[src/sce_pkg.sv]
// shared types and constants for the clause energy walker
package sce_pkg;

    // operation codes carried by an input word
    typedef enum logic [1:0] {
        OP_LOAD  = 2'd0,
        OP_START = 2'd1,
        OP_FLIP  = 2'd2
    } t_op;

    // configuration register indexes
    localparam logic [1:0] CFG_NUM_VARS    = 2'd0;
    localparam logic [1:0] CFG_NUM_CLAUSES = 2'd1;
    localparam logic [1:0] CFG_LOW_LIMIT   = 2'd2;

    // configuration reset values
    localparam logic [6:0] RST_NUM_VARS    = 7'd40;
    localparam logic [8:0] RST_NUM_CLAUSES = 9'd160;
    localparam logic [8:0] RST_LOW_LIMIT   = 9'd8;

    // commands from the controller to the datapath
    typedef struct packed {
        logic load;       // write one clause entry
        logic begin_eval; // take assignment or flip, clear the walk
        logic walk;       // step through the clause table
        logic div_go;     // launch the histogram division
        logic finish;     // update start and peak, register the result
    } t_dp_cmd;

    // status from the datapath to the controller
    typedef struct packed {
        logic walk_done;
        logic div_done;
    } t_dp_stat;

endpackage

[src/sce_ctrl.sv]
// controller state machine sequencing walk, division and result
module sce_ctrl (
    input  logic              i_clk,
    input  logic              i_rst_n,
    input  logic              i_start,
    input  logic [1:0]        i_operation,
    input  sce_pkg::t_dp_stat i_stat,
    output sce_pkg::t_dp_cmd  o_cmd,
    output logic              o_busy
);

    typedef enum logic [1:0] {
        ST_IDLE,
        ST_WALK,
        ST_DIV
    } t_state;

    t_state r_state;
    t_state n_state;
    logic   r_busy;
    logic   w_accept;

    assign w_accept = i_start && !r_busy;
    assign o_busy   = r_busy;

    // next state and commands
    always_comb begin
        n_state = r_state;
        o_cmd   = '0;
        case (r_state)
            ST_IDLE: begin
                if (w_accept && i_operation == sce_pkg::OP_LOAD) begin
                    o_cmd.load = 1'b1;
                end
                if (w_accept && (i_operation == sce_pkg::OP_START ||
                                 i_operation == sce_pkg::OP_FLIP)) begin
                    o_cmd.begin_eval = 1'b1;
                    n_state          = ST_WALK;
                end
            end
            ST_WALK: begin
                o_cmd.walk = 1'b1;
                if (i_stat.walk_done) begin
                    o_cmd.div_go = 1'b1;
                    n_state      = ST_DIV;
                end
            end
            ST_DIV: begin
                if (i_stat.div_done) begin
                    o_cmd.finish = 1'b1;
                    n_state      = ST_IDLE;
                end
            end
            default: begin
                n_state = ST_IDLE;
            end
        endcase
    end

    // state and busy flag
    always_ff @(posedge i_clk) begin
        if (!i_rst_n) begin
            r_state <= ST_IDLE;
            r_busy  <= 1'b0;
        end else begin
            r_state <= n_state;
            r_busy  <= (n_state != ST_IDLE);
        end
    end

endmodule

[config.mk]
export PLATFORM = sky130hd
export DESIGN_NAME = sce_ctrl
export DESIGN_NICKNAME = d
export VERILOG_FILES = /design/src/sce_pkg.sv /design/src/sce_ctrl.sv
export SDC_FILE = /design/constraint.sdc
export NUM_CORES = 1
export LEC_CHECK = 0
export BUFFER_PORTS_ARGS = -buffer_cell sky130_fd_sc_hd__buf_2
export CORE_AREA = 2 2 39 41
export CTS_BUF_LIST = sky130_fd_sc_hd__clkbuf_8
export CTS_CLUSTER_DIAMETER = 60
export CTS_CLUSTER_SIZE = 14
export DETAILED_ROUTE_END_ITERATION = 7
export DIE_AREA = 0 0 41 43
export PLACE_DENSITY_LB_ADDON = 0.25
export REMOVE_ABC_BUFFERS = 1
export SLEW_MARGIN = 30
export SYNTH_ARGS = -nofsm -noshare
export SYNTH_HDL_FRONTEND = slang
export SYNTH_SLANG_ARGS = --single-unit
[constraint.sdc]
create_clock -name i_clk -period 2.73 [get_ports i_clk]
set_input_delay 0.6825 -clock i_clk [delete_from_list [all_inputs] [get_ports i_clk]]
set_output_delay 0.6825 -clock i_clk [all_outputs]
set_load 0.01 [all_outputs]
==> impl_metrics.py <==
metrics = {
    "synthesis": {
        "yosys_warnings": 0,
        "async_flop_share": 0,
        "syn_area_per_cell_sq_um": 9.83,
        "yosysUniqueCellTypes": 16,
        "synthCells": 21,
        "yosys_most_used_dff": "dfxtp_1",
        "syn_area_sq_um": 206,
        "ys_ff_latch": 3,
        "ys_seq_area_frac": 0.291,
        "synth_edf_count": 0,
    },
    "place": {
        "gp_congestion": 0.682,
        "port_buffers": 12,
        "place_ws_ns": 0.697,
        "placed_area_sq_um": 287,
    },
    "floorplan": {
        "die_w_um": 41,
        "start_util": 0.149,
        "core_sq_mm": 0.00138,
        "die_y_um": 43,
        "io_pins": 13,
        "die-area_sq_mm": 0.00176,
        "std_cell_rows": 14,
    },
    "clock_tree": {
        "cts_sinks": 3,
        "cts_setup_buffers": 0,
        "cts_tree": "yes",
        "root_buffer": "clkbuf_8",
        "path_clk_slew_ns": 0.03,
        "cts-resized-gates": 0,
        "h-tree-depth": 1,
        "cts_buffers": 3,
        "clk_latency_ns": 0.21,
        "clk_path_buf_depth": 2,
        "hold_buffers": 0,
    },
    "worst_setup_path": {
        "cp.arrival_ns": 1.34,
        "critical_path_class": "in2out",
        "worstSetupStartpointType": "input pin",
        "crit_required_ns": 2.05,
        "cp-end-kind": "output pin",
        "critPathMaxFanout": 2,
    },
    "timing": {
        "finalCritPeriodShare": 0.742,
        "period_needed_ns": 2.03,
        "hold_violations": 0,
        "setup_ws_ns": 0.704,
        "slew_violations": 0,
        "slew_headroom": 0.780,
        "max_clock_freq_ghz": 0.494,
        "worst_pin_slew_ns": 0.326,
        "setup-tns-final_ns": 0,
        "setup_violations": 0,
        "clock-skew-final_ns": 0.00184,
        "grt_setup_unrepaired": "no",
        "hold_ws_ns": 0.595,
    },
    "power_and_ir_drop": {
        "power_mw": 0.207,
        "p_clk_frac": 0.594,
        "p_sw_mw": 0.0457,
        "power_frac_seq": 0.254,
        "power_leakage_nw": 0.176,
        "switching_share": 0.221,
        "p_int_mw": 0.161,
        "combinationalPowerShare": 0.152,
        "power_density_mw_per_mm2": 623,
        "ir_drop_mv": 0.223,
    },
    "global_route": {
        "grt_max_degree": 10,
        "grt_antenna_before_repair": 0,
        "grt_pass1_vias": 194,
        "grt_pass1_wl_um": 793,
        "grt_usage": 0.0711,
        "grt-ovfl-total": 0,
    },
    "detailed_routing": {
        "totalWireLength_um": 464,
        "drc": 0,
        "postRouteAntennaNets": 0,
        "vias": 210,
        "drtIter0Drc": 2,
        "wire_per_inst_um": 8.75,
        "routed_via_density": 3.96,
        "firstDrtPassIters": 2,
    },
    "final_layout": {
        "antennaDiodeCount": 0,
        "drive_gt1_frac": 0.486,
        "syn2layout_area_growth_pct": 60.6,
        "num-nets-final": 46,
        "fillers": 164,
        "final_cell_area_sq_um": 332,
    },
    "status": {
        "status": "completed",
    },
    "job": {
        "max-cap-violations": 0,
    },
    "min_path": {
        "hold_path.class": "reg2reg",
    },
}
-- synthesized netlist by cell type (all sizes together) (2+ instances only) --
library cell / count / area share
inv: 2 / 0.036
or4bb: 2 / 0.11
and3b: 2 / 0.091
dfxtp: 3 / 0.29
and2: 2 / 0.061
-- layer usage --
layer	wire, um	GRT usage	part of all wire
met3	59	0.0628	0.13
met4	0	0.0400	0
met5	0	0	0
met2	165	0.0875	0.36
met1	239	0.0796	0.52
-- worst paths after layout --
check,cells after the start,start,endpoint,slack (ns)
worst max-delay path,5,i_operation[0],o_cmd[3],0.70
worst min-delay path,2,o_busy,r_state[0],0.60
worst max register to register,2,r_state[0],o_busy,1.56
worst min register to register,2,o_busy,r_state[0],0.60
-- through the flow --
stage                     instances  utilization
after floorplan                  21            -
after global placement           49        0.207
after detailed placement         49        0.207
after CTS                        53        0.240
after global routing             53        0.240
final                            53        0.240
-- state kept, by name, indices dropped and copies added (netlist names) --
signal and cells:
r_state 2, o_busy 1
-- power by group through the flow --
stage | clock (mW) | sequential [mW] | combinational, mW
finish | 0.123 | 0.0525 | 0.0314
global route | 0.137 | 0.0534 | 0.0356
CTS | 0.128 | 0.0526 | 0.0321
detailed placement | 0 | 0.0530 | 0.0315
global placement | 0 | 0.0531 | 0.0320
floorplan | 0 | 0.0526 | 0.0183
-- cells in the final DEF, fill, tap and decap left out, drive strengths merged --
cell type and count:
clkbuf 3, dfxtp 3, ha 1, nor3b 1, buf 12, o21ai 1, o21a 1, nor4b 1
o211ai 1, nand2 1, inv 3, and2 2, nand3b 1, and3b 2, or4b 1, or4bb 2
nor2b 1
-- kinds of logic (layout without fill, tap and decap cells) --
family                   Yosys count  in the layout  synth area share
AND/OR/NAND/NOR                   12             12             0.491
adder cells (fa/ha/maj)            1              1            0.0606
buffers and inverters              2             18            0.0364
AO/OA/AOI/OAI                      3              3             0.121
flip-flops                         3              3             0.291
-- worst max-delay path, stage by stage --
cell    delay (ns)
buf_2         0.07
inv_1         0.03
ha_1          0.29
and2_1        0.14
buf_2         0.13
-- area by class of cell --
cell class	count	area, sq um	area share
clock buffer	3	41.3	0.125
clock inverter	1	3.75	0.0113
tap	16	20.0	0.0604
sequential	3	60.1	0.181
multi-input combinational	16	139	0.419
timing repair buffer	12	60.1	0.181
inverter	2	7.51	0.0226
Note: power is estimated with default switching activity, not from simulation.
